File: src/hdl/owm_pkg.sv
// ----------------------------------------------------------------------------
// owm_pkg
// Shared types and constants of the one-wire bus master.
// ----------------------------------------------------------------------------
`default_nettype none

package owm_pkg;

    localparam int CFG_W = 10;
    localparam int IDX_W = 3;

    localparam logic [2:0] CMD_NONE  = 3'd0;
    localparam logic [2:0] CMD_RESET = 3'd1;
    localparam logic [2:0] CMD_SEND  = 3'd2;
    localparam logic [2:0] CMD_RDB   = 3'd3;
    localparam logic [2:0] CMD_RDW   = 3'd4;

    localparam logic [IDX_W-1:0] REG_SLOT_TIME       = 3'd0;
    localparam logic [IDX_W-1:0] REG_LOW_TIME_ZERO   = 3'd1;
    localparam logic [IDX_W-1:0] REG_LOW_TIME_ONE    = 3'd2;
    localparam logic [IDX_W-1:0] REG_READ_LOW_TIME   = 3'd3;
    localparam logic [IDX_W-1:0] REG_RESET_LOW_TIME  = 3'd4;
    localparam logic [IDX_W-1:0] REG_RESET_HIGH_TIME = 3'd5;
    localparam logic [IDX_W-1:0] REG_PRESENCE_WAIT   = 3'd6;
    localparam logic [IDX_W-1:0] REG_RECOVERY_TIME   = 3'd7;

    typedef struct packed {
        logic [2:0] op;
        logic [7:0] tx_byte;
        logic       bus_in;
    } t_in;

    typedef struct packed {
        logic        drive_low;
        logic        busy_res;
        logic        done_res;
        logic [15:0] rx_data;
    } t_out;

    typedef struct packed {
        logic [CFG_W-1:0] slot_time;
        logic [CFG_W-1:0] low_time_zero;
        logic [CFG_W-1:0] low_time_one;
        logic [CFG_W-1:0] read_low_time;
        logic [CFG_W-1:0] reset_low_time;
        logic [CFG_W-1:0] reset_high_time;
        logic [CFG_W-1:0] presence_wait;
        logic [CFG_W-1:0] recovery_time;
    } t_cfg;

endpackage

`default_nettype wire

File: src/hdl/owm_cfg.sv
// ----------------------------------------------------------------------------
// owm_cfg
// Timing register file of the one-wire bus master, written by index.
// ----------------------------------------------------------------------------
`default_nettype none

module owm_cfg
    import owm_pkg::*;
(
    input  wire logic             i_clk,
    input  wire logic             i_rst_n,
    input  wire logic             i_cfg_we,
    input  wire logic [IDX_W-1:0] i_cfg_idx,
    input  wire logic [CFG_W-1:0] i_cfg_data,
    output t_cfg                  o_cfg
);

    t_cfg r_cfg;

    always_ff @(posedge i_clk) begin
        if (!i_rst_n) begin
            r_cfg.slot_time       <= 10'd70;
            r_cfg.low_time_zero   <= 10'd70;
            r_cfg.low_time_one    <= 10'd10;
            r_cfg.read_low_time   <= 10'd1;
            r_cfg.reset_low_time  <= 10'd500;
            r_cfg.reset_high_time <= 10'd500;
            r_cfg.presence_wait   <= 10'd70;
            r_cfg.recovery_time   <= 10'd2;
        end else if (i_cfg_we) begin
            unique case (i_cfg_idx)
                REG_SLOT_TIME:       r_cfg.slot_time       <= i_cfg_data;
                REG_LOW_TIME_ZERO:   r_cfg.low_time_zero   <= i_cfg_data;
                REG_LOW_TIME_ONE:    r_cfg.low_time_one    <= i_cfg_data;
                REG_READ_LOW_TIME:   r_cfg.read_low_time   <= i_cfg_data;
                REG_RESET_LOW_TIME:  r_cfg.reset_low_time  <= i_cfg_data;
                REG_RESET_HIGH_TIME: r_cfg.reset_high_time <= i_cfg_data;
                REG_PRESENCE_WAIT:   r_cfg.presence_wait   <= i_cfg_data;
                REG_RECOVERY_TIME:   r_cfg.recovery_time   <= i_cfg_data;
                default: begin
                end
            endcase
        end
    end

    assign o_cfg = r_cfg;

endmodule

`default_nettype wire

File: src/hdl/one_wire_bus_master.sv
// ----------------------------------------------------------------------------
// one_wire_bus_master
// One-wire bus master stepped by one microsecond tick per input beat.
//
// Each input beat is one tick: the sampled line level, an optional command
// and the byte to send. Each accepted beat yields exactly one output beat
// with the line drive, busy and done flags and the received data.
// The output beat is registered and appears in the cycle after the input
// beat is accepted; a new input beat is taken every cycle unless input stalls.
// The slot sequencer and its timer update in that same cycle, and the
// result lands in the output register.
// While the receiver stalls a valid output beat, it holds and input stalls;
// an output register that is empty or being read out does not stall input.
// Timing registers are written through the configuration port; the user
// must write them only while idle; the block does not check it. Reset returns
// the sequencer to idle, empties the output register, loads the default timings.
// ----------------------------------------------------------------------------
`default_nettype none

module one_wire_bus_master
    import owm_pkg::*;
#(
    parameter int TIMER_WIDTH = 10
) (
    input  wire logic             i_clk,
    input  wire logic             i_rst_n,
    input  wire logic             i_valid,
    output logic                  o_stall,
    input  wire t_in              i_data,
    output logic                  o_valid,
    input  wire logic             i_stall,
    output t_out                  o_data,
    input  wire logic             i_cfg_we,
    input  wire logic [IDX_W-1:0] i_cfg_idx,
    input  wire logic [CFG_W-1:0] i_cfg_data
);

    localparam int LW = (TIMER_WIDTH > CFG_W) ? TIMER_WIDTH : CFG_W;
    localparam logic [LW-1:0] TMAX = LW'((64'd1 << TIMER_WIDTH) - 64'd1);

    typedef enum logic [6:0] {
        PH_IDLE   = 7'b0000001,
        PH_WAITHI = 7'b0000010,
        PH_LOW    = 7'b0000100,
        PH_REL    = 7'b0001000,
        PH_SAMPLE = 7'b0010000,
        PH_TAIL   = 7'b0100000,
        PH_FINISH = 7'b1000000
    } t_phase;

    t_cfg w_cfg;

    t_phase                 r_phase,     n_phase;
    logic [TIMER_WIDTH-1:0] r_time_left, n_time_left;
    logic [2:0]             r_cmd,       n_cmd;
    logic [15:0]            r_shift,     n_shift;
    logic [4:0]             r_bits,      n_bits;
    logic                   r_out_valid;
    t_out                   r_out;
    t_out                   w_res;
    logic                   w_accept;

    function automatic logic [TIMER_WIDTH-1:0] tload(input logic [CFG_W-1:0] v);
        logic [LW-1:0] ve;
        ve = LW'(v);
        return (ve > TMAX) ? TIMER_WIDTH'(TMAX) : TIMER_WIDTH'(ve);
    endfunction

    function automatic logic [CFG_W-1:0] sat_sub(input logic [CFG_W-1:0] a,
                                                  input logic [CFG_W-1:0] b);
        return (a > b) ? (a - b) : '0;
    endfunction

    owm_cfg u_cfg (
        .i_clk      (i_clk),
        .i_rst_n    (i_rst_n),
        .i_cfg_we   (i_cfg_we),
        .i_cfg_idx  (i_cfg_idx),
        .i_cfg_data (i_cfg_data),
        .o_cfg      (w_cfg)
    );

    assign o_stall  = r_out_valid && i_stall;
    assign w_accept = i_valid && !o_stall;

    always_comb begin
        logic             do_rel;
        logic             do_tail;
        logic             do_end;
        logic [CFG_W-1:0] len;
        logic [CFG_W-1:0] low_len;
        logic [15:0]      top;

        n_phase     = r_phase;
        n_time_left = r_time_left;
        n_cmd       = r_cmd;
        n_shift     = r_shift;
        n_bits      = r_bits;
        w_res       = '0;
        w_res.busy_res = 1'b1;
        do_rel      = 1'b0;
        do_tail     = 1'b0;
        do_end      = 1'b0;
        len         = '0;
        top         = (r_cmd == CMD_RDW) ? 16'h8000 : 16'h0080;

        if (r_cmd == CMD_RESET) begin
            low_len = w_cfg.reset_low_time;
        end else if (r_cmd == CMD_SEND) begin
            low_len = r_shift[0] ? w_cfg.low_time_one : w_cfg.low_time_zero;
        end else begin
            low_len = w_cfg.read_low_time;
        end

        unique case (r_phase)
            PH_IDLE: begin
                if (i_data.op == CMD_RESET || i_data.op == CMD_SEND ||
                    i_data.op == CMD_RDB || i_data.op == CMD_RDW) begin
                    n_cmd   = i_data.op;
                    n_shift = (i_data.op == CMD_SEND) ? {8'h00, i_data.tx_byte} : '0;
                    if (i_data.op == CMD_RESET) begin
                        n_bits = 5'd1;
                    end else if (i_data.op == CMD_RDW) begin
                        n_bits = 5'd16;
                    end else begin
                        n_bits = 5'd8;
                    end
                    n_phase = PH_WAITHI;
                end else begin
                    w_res.busy_res = 1'b0;
                end
            end
            PH_WAITHI: begin
                if (i_data.bus_in) begin
                    n_phase     = PH_LOW;
                    n_time_left = tload(low_len);
                end
            end
            PH_LOW: begin
                w_res.drive_low = 1'b1;
                if (r_time_left <= TIMER_WIDTH'(1)) begin
                    if (r_cmd == CMD_RESET) begin
                        do_rel = 1'b1;
                        len    = w_cfg.presence_wait;
                    end else if (r_cmd == CMD_SEND) begin
                        do_tail = 1'b1;
                        len     = r_shift[0] ? sat_sub(w_cfg.slot_time, w_cfg.low_time_one)
                                             : w_cfg.recovery_time;
                    end else begin
                        do_rel = 1'b1;
                        len    = w_cfg.recovery_time;
                    end
                end else begin
                    n_time_left = r_time_left - TIMER_WIDTH'(1);
                end
            end
            PH_REL: begin
                if (r_time_left <= TIMER_WIDTH'(1)) begin
                    n_phase = PH_SAMPLE;
                end else begin
                    n_time_left = r_time_left - TIMER_WIDTH'(1);
                end
            end
            PH_SAMPLE: begin
                do_tail = 1'b1;
                if (r_cmd == CMD_RESET) begin
                    n_shift = {15'd0, i_data.bus_in};
                    len     = sat_sub(w_cfg.reset_high_time, w_cfg.presence_wait);
                end else begin
                    n_shift = (r_shift >> 1) | (i_data.bus_in ? top : 16'h0000);
                    len     = sat_sub(w_cfg.slot_time, w_cfg.read_low_time);
                end
            end
            PH_TAIL: begin
                if (r_time_left <= TIMER_WIDTH'(1)) begin
                    do_end = 1'b1;
                end else begin
                    n_time_left = r_time_left - TIMER_WIDTH'(1);
                end
            end
            PH_FINISH: begin
                w_res.done_res = 1'b1;
                w_res.rx_data  = (r_cmd == CMD_SEND) ? 16'h0000 : r_shift;
                n_phase        = PH_IDLE;
                n_time_left    = '0;
            end
            default: begin
                w_res.busy_res = 1'b0;
                n_phase        = PH_IDLE;
            end
        endcase

        if (do_rel) begin
            if (len == '0) begin
                n_phase = PH_SAMPLE;
            end else begin
                n_phase     = PH_REL;
                n_time_left = tload(len);
            end
        end

        if (do_tail) begin
            if (len == '0) begin
                do_end = 1'b1;
            end else begin
                n_phase     = PH_TAIL;
                n_time_left = tload(len);
            end
        end

        if (do_end) begin
            if (r_cmd == CMD_SEND) begin
                n_shift = r_shift >> 1;
            end
            n_bits  = r_bits - 5'd1;
            n_phase = (r_bits != 5'd1) ? PH_WAITHI : PH_FINISH;
        end
    end

    always_ff @(posedge i_clk) begin
        if (!i_rst_n) begin
            r_phase     <= PH_IDLE;
            r_time_left <= '0;
            r_cmd       <= CMD_NONE;
            r_shift     <= '0;
            r_bits      <= '0;
            r_out_valid <= 1'b0;
        end else begin
            if (w_accept) begin
                r_phase     <= n_phase;
                r_time_left <= n_time_left;
                r_cmd       <= n_cmd;
                r_shift     <= n_shift;
                r_bits      <= n_bits;
                r_out_valid <= 1'b1;
            end else if (!i_stall) begin
                r_out_valid <= 1'b0;
            end
        end
    end

    always_ff @(posedge i_clk) begin
        if (w_accept) begin
            r_out <= w_res;
        end
    end

    assign o_valid = r_out_valid;
    assign o_data  = r_out;

endmodule

`default_nettype wire

File: config.mk
export PLATFORM = sky130hd
export DESIGN_NAME = one_wire_bus_master
export DESIGN_NICKNAME = d
export VERILOG_FILES = /design/src/hdl/owm_pkg.sv /design/src/hdl/owm_cfg.sv /design/src/hdl/one_wire_bus_master.sv
export SDC_FILE = /design/constraint.sdc
export NUM_CORES = 1
export LEC_CHECK = 0
export BUFFER_PORTS_ARGS = -buffer_cell sky130_fd_sc_hd__buf_4
export CAP_MARGIN = 20
export CORE_UTILIZATION = 25
export DETAILED_ROUTE_END_ITERATION = 8
export SLEW_MARGIN = 20
export SYNTH_ARGS = -nofsm -noshare
export SYNTH_HDL_FRONTEND = slang
export SYNTH_SLANG_ARGS = --single-unit
File: constraint.sdc
create_clock -name i_clk -period 4.7 [get_ports i_clk]
set_input_delay 1.41 -clock i_clk [delete_from_list [all_inputs] [get_ports i_clk]]
set_output_delay 1.41 -clock i_clk [all_outputs]
set_load 0.02 [all_outputs]
==> metrics, run 1 <==
outcome completed; crit path buf inv count 1; fillers 3733; PwrDens around 300 mW/mm^2; reg-to-reg setup timing slack 470 ps; Crit Path Max Fanout 18; final antenna-violating net count 0; DP HPWL about 20000 um; Worst EP arrival 4540 ps; Critical Path Slowest Stage Cell a311oi_1; CORE AREA 0.0348 mm^2; WL/cell 16.9 um; Iter 0 DRT Violations 554; layout cells sized above 1 9.42%; Layout Utilization between 20 and 30%; Row Count 68; max_cap viols 0; DIE WIDTH 191 um; Area growth syn-to-layout 14.5%; n_diodes 0; gr ovfl total 0; # hold bufs at CTS 0; TritonRoute pass-1 iters 5; reg2reg path depth 13; RSZ-0062 raised after global routing false; CTS tree yes; syn_area_per_cell 7.69 um^2; synth unique cells a little over 80; Reg-to-Reg Start u_cfg.o_cfg[53]; Worst-Margin Slew roughly 1000 ps; Hold Path Depth 2; register area share after synthesis 33.8%; IO Pins between 50 and 60; Syn Nets 1225; max-slew violation total from the final report 0; Rel. slew slack 31.6%; Reg clk slew, reported paths 70 ps; end point of the critical path r_shift[14]; Top cell by count, worst path nand4_1; Via-to-Cell Ratio 5.22; final setup vio count 0; Max Freq 236 MHz; CP endpoint kind register; Via Count between 8000 and 9000; Synth Instances around 1200; EDFF count, synth 19; CP startpoint kind register; cell family with most CP delay compound AO/OA/AOI/OAI gates; commonest non-fill, non-tap cell in the layout nand2_1; post-CTS resize count 0; # port buffers 50; GRT Overall Usage 15.4%; worst hold-check path type register to register; maximum VDD drop 258 uV; Mapped Area between 0.008 and 0.009 mm^2; first-pass GRT wire length roughly 43000 um; number of global-route vias before repair 7730; CTS Buffer Depth 2; WS Path Type register to register; Critical Path, Cell by Cell inv_1 > ha_1 > nand4_1 > o32ai_1 > a211oi_1 > nor2_1 > o31ai_1 > a311oi_1 > nand4_1 > nor4_1 > a21o_2 > o21a_2 > o22ai_1; max incr delay on CP 600 ps; CP Depth 13; H-tree Lvls 4; Clock Sinks 141; most frequent cells in the layout nand2_1, dfxtp_1, nor2_1, o21ai_0, buf_4; clock skew roughly 11 ps; Hold Vio Cnt, Final 0; setup bufs post-CTS 0; clk_lat worst skew 440 ps; GP Congestion between 0.8 and 0.9; Num CTS Buffers 17; final period utilization around nine tenths; WP data required ~5000 ps; CP startpoint u_cfg.o_cfg[53]; Post-Route WL 27700 um; min cycle time layout 4230 ps; initial antenna violation count 0; drt drc 0; largest net degree at the start of global routing 79; TNS Setup 0 ps; Root Driver clkbuf_16; Initial Utilization roughly a quarter; Post-synth top flop dfxtp_1; FFs w/ async S/R, synth 0%; r2r endpoint r_shift[14]; Final Net Count 1234; Synth warnings 0; LEAKAGE 3.61 nW; count of state elements after synthesis 141; Die H 191 um; die area 0.0364 mm^2
[kinds of logic after synthesis]
family / Yosys count / synth area share, %
and+or+nand+nor: 497 / 26.4
muxes: 16 / 1.81
buffers and inverters: 124 / 5.90
AOI/OAI and AO/OA: 331 / 25.4
adders and majority gates: 37 / 5.45
xor gates and xnor gates: 12 / 1.18
DFF: 141 / 33.8
[flip-flops by register name (all words and copies together), names as in the netlist]
signal	flops
o_data	19
o_valid	1
r_bits	5
r_cmd	3
r_phase	7
r_shift	16
r_time_left	10
u_cfg.o_cfg	80
[tightest hold or removal path, cell delays in order, from the launching register on]
cell and delay [ps]:
dfxtp_1 310, nand2_1 50, a21boi_0 60
[metrics by stage]
| stage | instance area, um^2 | std cells | hold slack (ps) | worst slack, ps | total power, mW |
|---|---|---|---|---|---|
| final | 10200 | 1633 | 468 | 467 | 3.08 |
| after global routing | 10200 | 1633 | 491 | 229 | 3.21 |
| after CTS | 10200 | 1633 | 471 | 535 | 3.10 |
| after detailed placement | 9620 | 1603 | 455 | 567 | 1.77 |
| after global placement | 9620 | 1603 | 452 | 552 | 1.76 |
| after floorplan | 8900 | 1158 | 440 | 1440 | 1.63 |
[how the worst min path moves through the flow]
stage	to	start
6_report	u_cfg.o_cfg[20]	u_cfg.o_cfg[20]
5_1_grt	u_cfg.o_cfg[2]	u_cfg.o_cfg[2]
4_1_cts	u_cfg.o_cfg[20]	u_cfg.o_cfg[20]
3_5_place_dp	u_cfg.o_cfg[62]	u_cfg.o_cfg[62]
3_3_place_gp	u_cfg.o_cfg[35]	u_cfg.o_cfg[35]
2_1_floorplan	u_cfg.o_cfg[61]	u_cfg.o_cfg[61]
[report_power, final]
group	internal [mW]	total, mW	switching (mW)	leakage (nW)
registers	1.26	1.30	0.0398	1.18
clock network	0.782	1.33	0.551	0.273
logic	0.167	0.448	0.281	2.16
[cell usage after synthesis (6+ instances only)]
master | count | share of area, %
mux2i_1 | 15 | 1.7
o31ai_1 | 6 | 0.51
clkbuf_1 | 49 | 2.1
nand2b_1 | 14 | 0.98
clkbuf_2 | 6 | 0.34
a21o_1 | 8 | 0.67
o211ai_1 | 17 | 1.4
ha_1 | 34 | 4.8
nand3_1 | 54 | 3.0
nor3_1 | 35 | 2.0
xnor2_1 | 7 | 0.69
a21boi_0 | 61 | 5.1
buf_4 | 6 | 0.51
a211oi_1 | 21 | 1.8
and2_1 | 13 | 0.91
and3_1 | 12 | 0.84
nand4_1 | 15 | 1.1
a21oi_1 | 50 | 2.8
buf_2 | 6 | 0.34
dfxtp_1 | 122 | 27
a31oi_1 | 18 | 1.3
o21ai_0 | 64 | 3.6
edfxtp_1 | 19 | 6.4
nor2_1 | 67 | 2.8
nor2b_1 | 12 | 0.84
or3_1 | 9 | 0.63
inv_1 | 52 | 2.2
o22ai_1 | 10 | 0.70
nand2_1 | 227 | 9.6
o21a_1 | 16 | 1.3
nor4_1 | 11 | 0.77
[area by class of cell]
class | count | area (um^2) | share of cell area, %
clock buffer | 21 | 482 | 4.73
clock inverter | 9 | 86.3 | 0.847
inverter | 52 | 195 | 1.92
multi-input combinational | 893 | 5380 | 52.8
sequential | 141 | 3010 | 29.6
tap | 455 | 569 | 5.59
timing repair buffer | 62 | 465 | 4.57
[routing by layer]
| layer | vias up | track usage (%) | part of all wire (%) |
|---|---|---|---|
| li1 | 4185 | - | - |
| met5 | - | 0 | 0 |
| met4 | 0 | 3.54 | 1.2 |
| met1 | 4046 | 21.2 | 48 |
| met3 | 30 | 3.18 | 5.5 |
| met2 | 268 | 24.3 | 45 |
Note: power is estimated with default switching activity, not from simulation.
==> run 2: changes to the inputs <==
--- a/config.mk
+++ b/config.mk
@@ -8,6 +8,7 @@
 export BUFFER_PORTS_ARGS = -buffer_cell sky130_fd_sc_hd__buf_4
 export CAP_MARGIN = 20
 export CORE_UTILIZATION = 25
+export CTS_BUF_LIST = sky130_fd_sc_hd__clkbuf_4 sky130_fd_sc_hd__clkbuf_8
 export DETAILED_ROUTE_END_ITERATION = 8
 export SLEW_MARGIN = 20
 export SYNTH_ARGS = -nofsm -noshare
==> metrics, run 2 (same netlist as run 1, synthesis figures left out) <==
Critical Path Slowest Stage Cell a311oi_1; PwrDens 276 mW/mm^2; n_diodes 0; Sequential Power Share 47.0%; CORE AREA between 0.03 and 0.04 mm^2; most frequent cells in the layout nand2_1, dfxtp_1, nor2_1, o21ai_0, buf_4; initial antenna violation count 0; WL/cell 17.0 um; final period utilization between 90 and 100%; Initial Utilization about a quarter; CTS Buffer Depth 2; outcome completed; Num CTS Buffers 17; LEAKAGE roughly 3.5 nW; clock network power share 36.7%; Combinational Power Share between 15 and 20%; RSZ-0062 raised after global routing false; multi-input logic area between 0.005 and 0.006 mm^2; Reg clk slew, reported paths 90 ps; final setup vio count 0; CP endpoint kind register; Post-Route WL roughly 28000 um; GP Congestion approximately 0.9; min cycle time layout 4260 ps; max-slew violation total from the final report 0; final antenna-violating net count 0; cell family with most CP delay compound AO/OA/AOI/OAI gates; WP data required 5070 ps; Sequential Area 0.00301 mm^2; commonest non-fill, non-tap cell in the layout nand2_1; H-tree Lvls 4; drt drc 0; # hold bufs at CTS 0; Critical Path, Cell by Cell inv_1 > ha_1 > nand4_1 > o32ai_1 > a211oi_1 > nor2_1 > o31ai_1 > a311oi_1 > nand4_1 > nor4_1 > a21o_2 > o21a_2 > o22ai_1; post-CTS resize count 0; CP startpoint kind register; max_cap viols 0; die area 0.0364 mm^2; Switch Pwr 0.835 mW; GRT Overall Usage 15.4%; DP HPWL 20400 um; max reg flops 80; Internal Power 1.92 mW; fillers ~3800; Area growth syn-to-layout 12.4%; Worst EP arrival 4630 ps; maximum VDD drop 174 uV; Rel. slew slack between 20% and 30%; Sw Ratio between 30% and 40%; DIE WIDTH 191 um; Root Driver clkbuf_8; crit path buf inv count 1; setup bufs post-CTS 0; TritonRoute pass-1 iters 7; clock skew 17.7 ps; Worst-Margin Slew 1050 ps; Die H between 150 and 200 um; Crit Path Max Fanout 18; CTS tree yes; largest net degree at the start of global routing 79; first-pass GRT wire length 43100 um; Row Count roughly 70; WS Path Type register to register; IO Pins a little over 50; TNS Setup 0 ps; max incr delay on CP ~600 ps; gr ovfl total 0; Via-to-Cell Ratio between 5 and 6; Max Freq between 200 and 250 MHz; worst hold-check path type register to register; Hold Vio Cnt, Final 0; Top cell by count, worst path nand4_1; number of global-route vias before repair 7667; Layout Utilization 28.8%; clk_lat worst skew 500 ps; layout cells sized above 1 9.51%; Via Count 8536; Clock Sinks 141; # port buffers 50; Iter 0 DRT Violations 588; Final Net Count approximately 1200
[run 2: worst register-to-register path: stages (launching register included)]
cell      delay (ps)
dfxtp_1          330
inv_1             80
ha_1             430
nand4_1          190
o32ai_1          320
a211oi_1         150
nor2_1           400
o31ai_1          210
a311oi_1         600
nand4_1          200
nor4_1           480
a21o_2           360
o21a_2           270
o22ai_1          120
[run 2: final cells by class]
class / count / area share, %
tap: 455 / 5.69
clock inverter: 10 / 1.16
timing repair buffer: 62 / 4.65
clock buffer: 20 / 2.69
multi-input combinational: 893 / 53.8
sequential: 141 / 30.1
inverter: 52 / 1.95
[run 2: metrics by stage]
stage | std cells | instance area [um^2] | worst slack (ps) | power, mW | hold WS (ps)
4_1_cts | 1633 | 10000 | 543 | 2.78 | 474
5_1_grt | 1633 | 10000 | 230 | 2.88 | 494
3_3_place_gp | 1603 | 9620 | 552 | 1.76 | 452
2_1_floorplan | 1158 | 8900 | 1440 | 1.63 | 440
3_5_place_dp | 1603 | 9620 | 567 | 1.77 | 455
6_report | 1633 | 10000 | 442 | 2.76 | 471
[run 2: power by group through the flow]
stage	Combinational (mW)	Sequential [mW]	Clock, mW
4_1_cts	0.445	1.30	1.04
6_report	0.448	1.30	1.01
3_3_place_gp	0.441	1.32	0
3_5_place_dp	0.442	1.32	0
2_1_floorplan	0.311	1.32	0
5_1_grt	0.493	1.30	1.08
[run 2: final timing paths]
check                                     start         endpoint  slack (ps)  cells past startpoint
worst max register to register  u_cfg.o_cfg[53]      r_shift[14]         440                     13
worst min register to register  u_cfg.o_cfg[20]  u_cfg.o_cfg[20]         470                      2
worst min-delay path            u_cfg.o_cfg[20]  u_cfg.o_cfg[20]         470                      2
worst max-delay path            u_cfg.o_cfg[53]      r_shift[14]         440                     13
[run 2: layer usage]
layer / wire, um / GRT usage (%) / vias up
met2: 12400 / 24.1 / 275
met5: 0 / 0 / -
met4: 358 / 3.75 / 0
met3: 1710 / 3.29 / 29
met1: 13200 / 21.2 / 4055
li1: - / - / 4177
==> run 3: changes to the inputs <==
--- a/config.mk
+++ b/config.mk
@@ -10,6 +10,7 @@
 export CORE_UTILIZATION = 25
 export CTS_BUF_LIST = sky130_fd_sc_hd__clkbuf_4 sky130_fd_sc_hd__clkbuf_8
 export DETAILED_ROUTE_END_ITERATION = 8
+export RECOVER_POWER = 25
 export SLEW_MARGIN = 20
 export SYNTH_ARGS = -nofsm -noshare
 export SYNTH_HDL_FRONTEND = slang
==> metrics, run 3 (same netlist as run 1, synthesis figures left out) <==
outcome finished with violations; failing checks max-capacitance violations, max-slew violations; TritonRoute pass-1 iters 8; DIE WIDTH about 190 um; H-tree Lvls 4; CP startpoint u_cfg.o_cfg[53]; Worst EP arrival about 4600 ps; WP data required 5060 ps; Die H ~190 um; Iter 0 DRT Violations 599; gr ovfl total 0; reg2reg path depth 13; clk_lat worst skew 490 ps; Crit Path Max Fanout 18; GP Congestion 0.882; initial antenna violation count 0; max_cap viols 1; final period utilization 90.6%; Hold Vio Cnt, Final 0; placed insts 1603; most frequent cells in the layout nand2_1, dfxtp_1, nor2_1, o21ai_0, a21boi_0; final antenna-violating net count 0; Worst-Margin Slew 2150 ps; GRT Overall Usage 15.4%; commonest non-fill, non-tap cell in the layout nand2_1; post-CTS resize count 0; WS Path Type register to register; first-pass GRT wire length between 40000 and 50000 um; Num CTS Buffers 17; Area growth syn-to-layout 11.8%; die area about 0.036 mm^2; Top cell by count, worst path nand4_1; TNS Setup 0 ps; maximum VDD drop 172 uV; Post-Route WL 27800 um; setup bufs post-CTS 0; Critical Path, Cell by Cell inv_1 > ha_1 > nand4_1 > o32ai_1 > a211oi_1 > nor2_1 > o31ai_1 > a311oi_1 > nand4_1 > nor4_1 > a21o_2 > o21a_2 > o22ai_1; min cycle time layout 4260 ps; WL/cell 17.0 um; CTS Buffer Depth 2; Max Freq between 200 and 250 MHz; Via-to-Cell Ratio around 5.3; RSZ-0062 raised after global routing false; Initial Utilization 25.6%; CP startpoint kind register; LEAKAGE approximately 3.5 nW; worst hold-check path type register to register; CORE AREA between 0.03 and 0.04 mm^2; Row Count 68; CTS tree yes; max reg flops 80; number of global-route vias before repair 7667; IO Pins 51; final setup vio count 0; DP HPWL 20400 um; CP Depth 13; max-slew violation total from the final report 55; Root Driver clkbuf_8; n_diodes 0; # hold bufs at CTS 0; Final Net Count about 1200; Hold Path Depth 2; Reg-to-Reg Start u_cfg.o_cfg[53]; cell family with most CP delay compound AO/OA/AOI/OAI gates; clock skew approximately 16 ps; Hold Startpoint u_cfg.o_cfg[20]; max incr delay on CP 610 ps; drt drc 0; Via Count 8614; # port buffers 50; Clock Sinks 141; Reg clk slew, reported paths 90 ps; PwrDens about 280 mW/mm^2; Critical Path Slowest Stage Cell a311oi_1; crit path buf inv count 1; Rel. slew slack -43.6%; fillers 3757; layout cells sized above 1 8.49%; Final Non-Filler Cells 1633; CP endpoint kind register; largest net degree at the start of global routing 79
[run 3: power breakdown]
group	internal, mW	switching, mW	total (mW)
logic	0.164	0.280	0.444
registers	1.26	0.0397	1.30
clock network	0.499	0.511	1.01
[run 3: area by class of cell]
cell class	count	area (um^2)	share of cell area [%]
well taps	455	569	5.72
inverters	52	195	1.96
flip-flops and latches	141	3010	30.3
clock buffers	20	269	2.70
repair buffers	62	424	4.26
multi-input cells	893	5360	53.9
clock inverters	10	116	1.17
[run 3: worst min-delay path, stage by stage (launching register included)]
cell,delay (ps)
dfxtp_1,320
nand2_1,50
a21boi_0,60
[run 3: routing by layer]
metal,part of all wire (%),up-vias,track usage (%),wire [um]
met4,1.4,0,3.75,379
met5,0,-,0,0
met1,48,4099,21.2,13300
met3,6.4,38,3.29,1780
met2,45,299,24.1,12400
li1,-,4178,-,-
[run 3: through the flow]
| stage | cell area, um^2 | utilization (%) | hold WS (ps) | worst slack (ps) | power [mW] |
|---|---|---|---|---|---|
| after global placement | 9620 | 27.6 | 452 | 552 | 1.76 |
| final | 9950 | 28.6 | 471 | 443 | 2.75 |
| after detailed placement | 9620 | 27.6 | 455 | 567 | 1.77 |
| after floorplan | 8900 | - | 440 | 1440 | 1.63 |
| after CTS | 10000 | 28.8 | 474 | 543 | 2.78 |
| after global routing | 9950 | 28.6 | 493 | 230 | 2.87 |
[run 3: worst paths after layout]
kind | slack, ps | endpoint
max | 440 | r_shift[14]
min | 470 | u_cfg.o_cfg[20]
min reg2reg | 470 | u_cfg.o_cfg[20]
max reg2reg | 440 | r_shift[14]
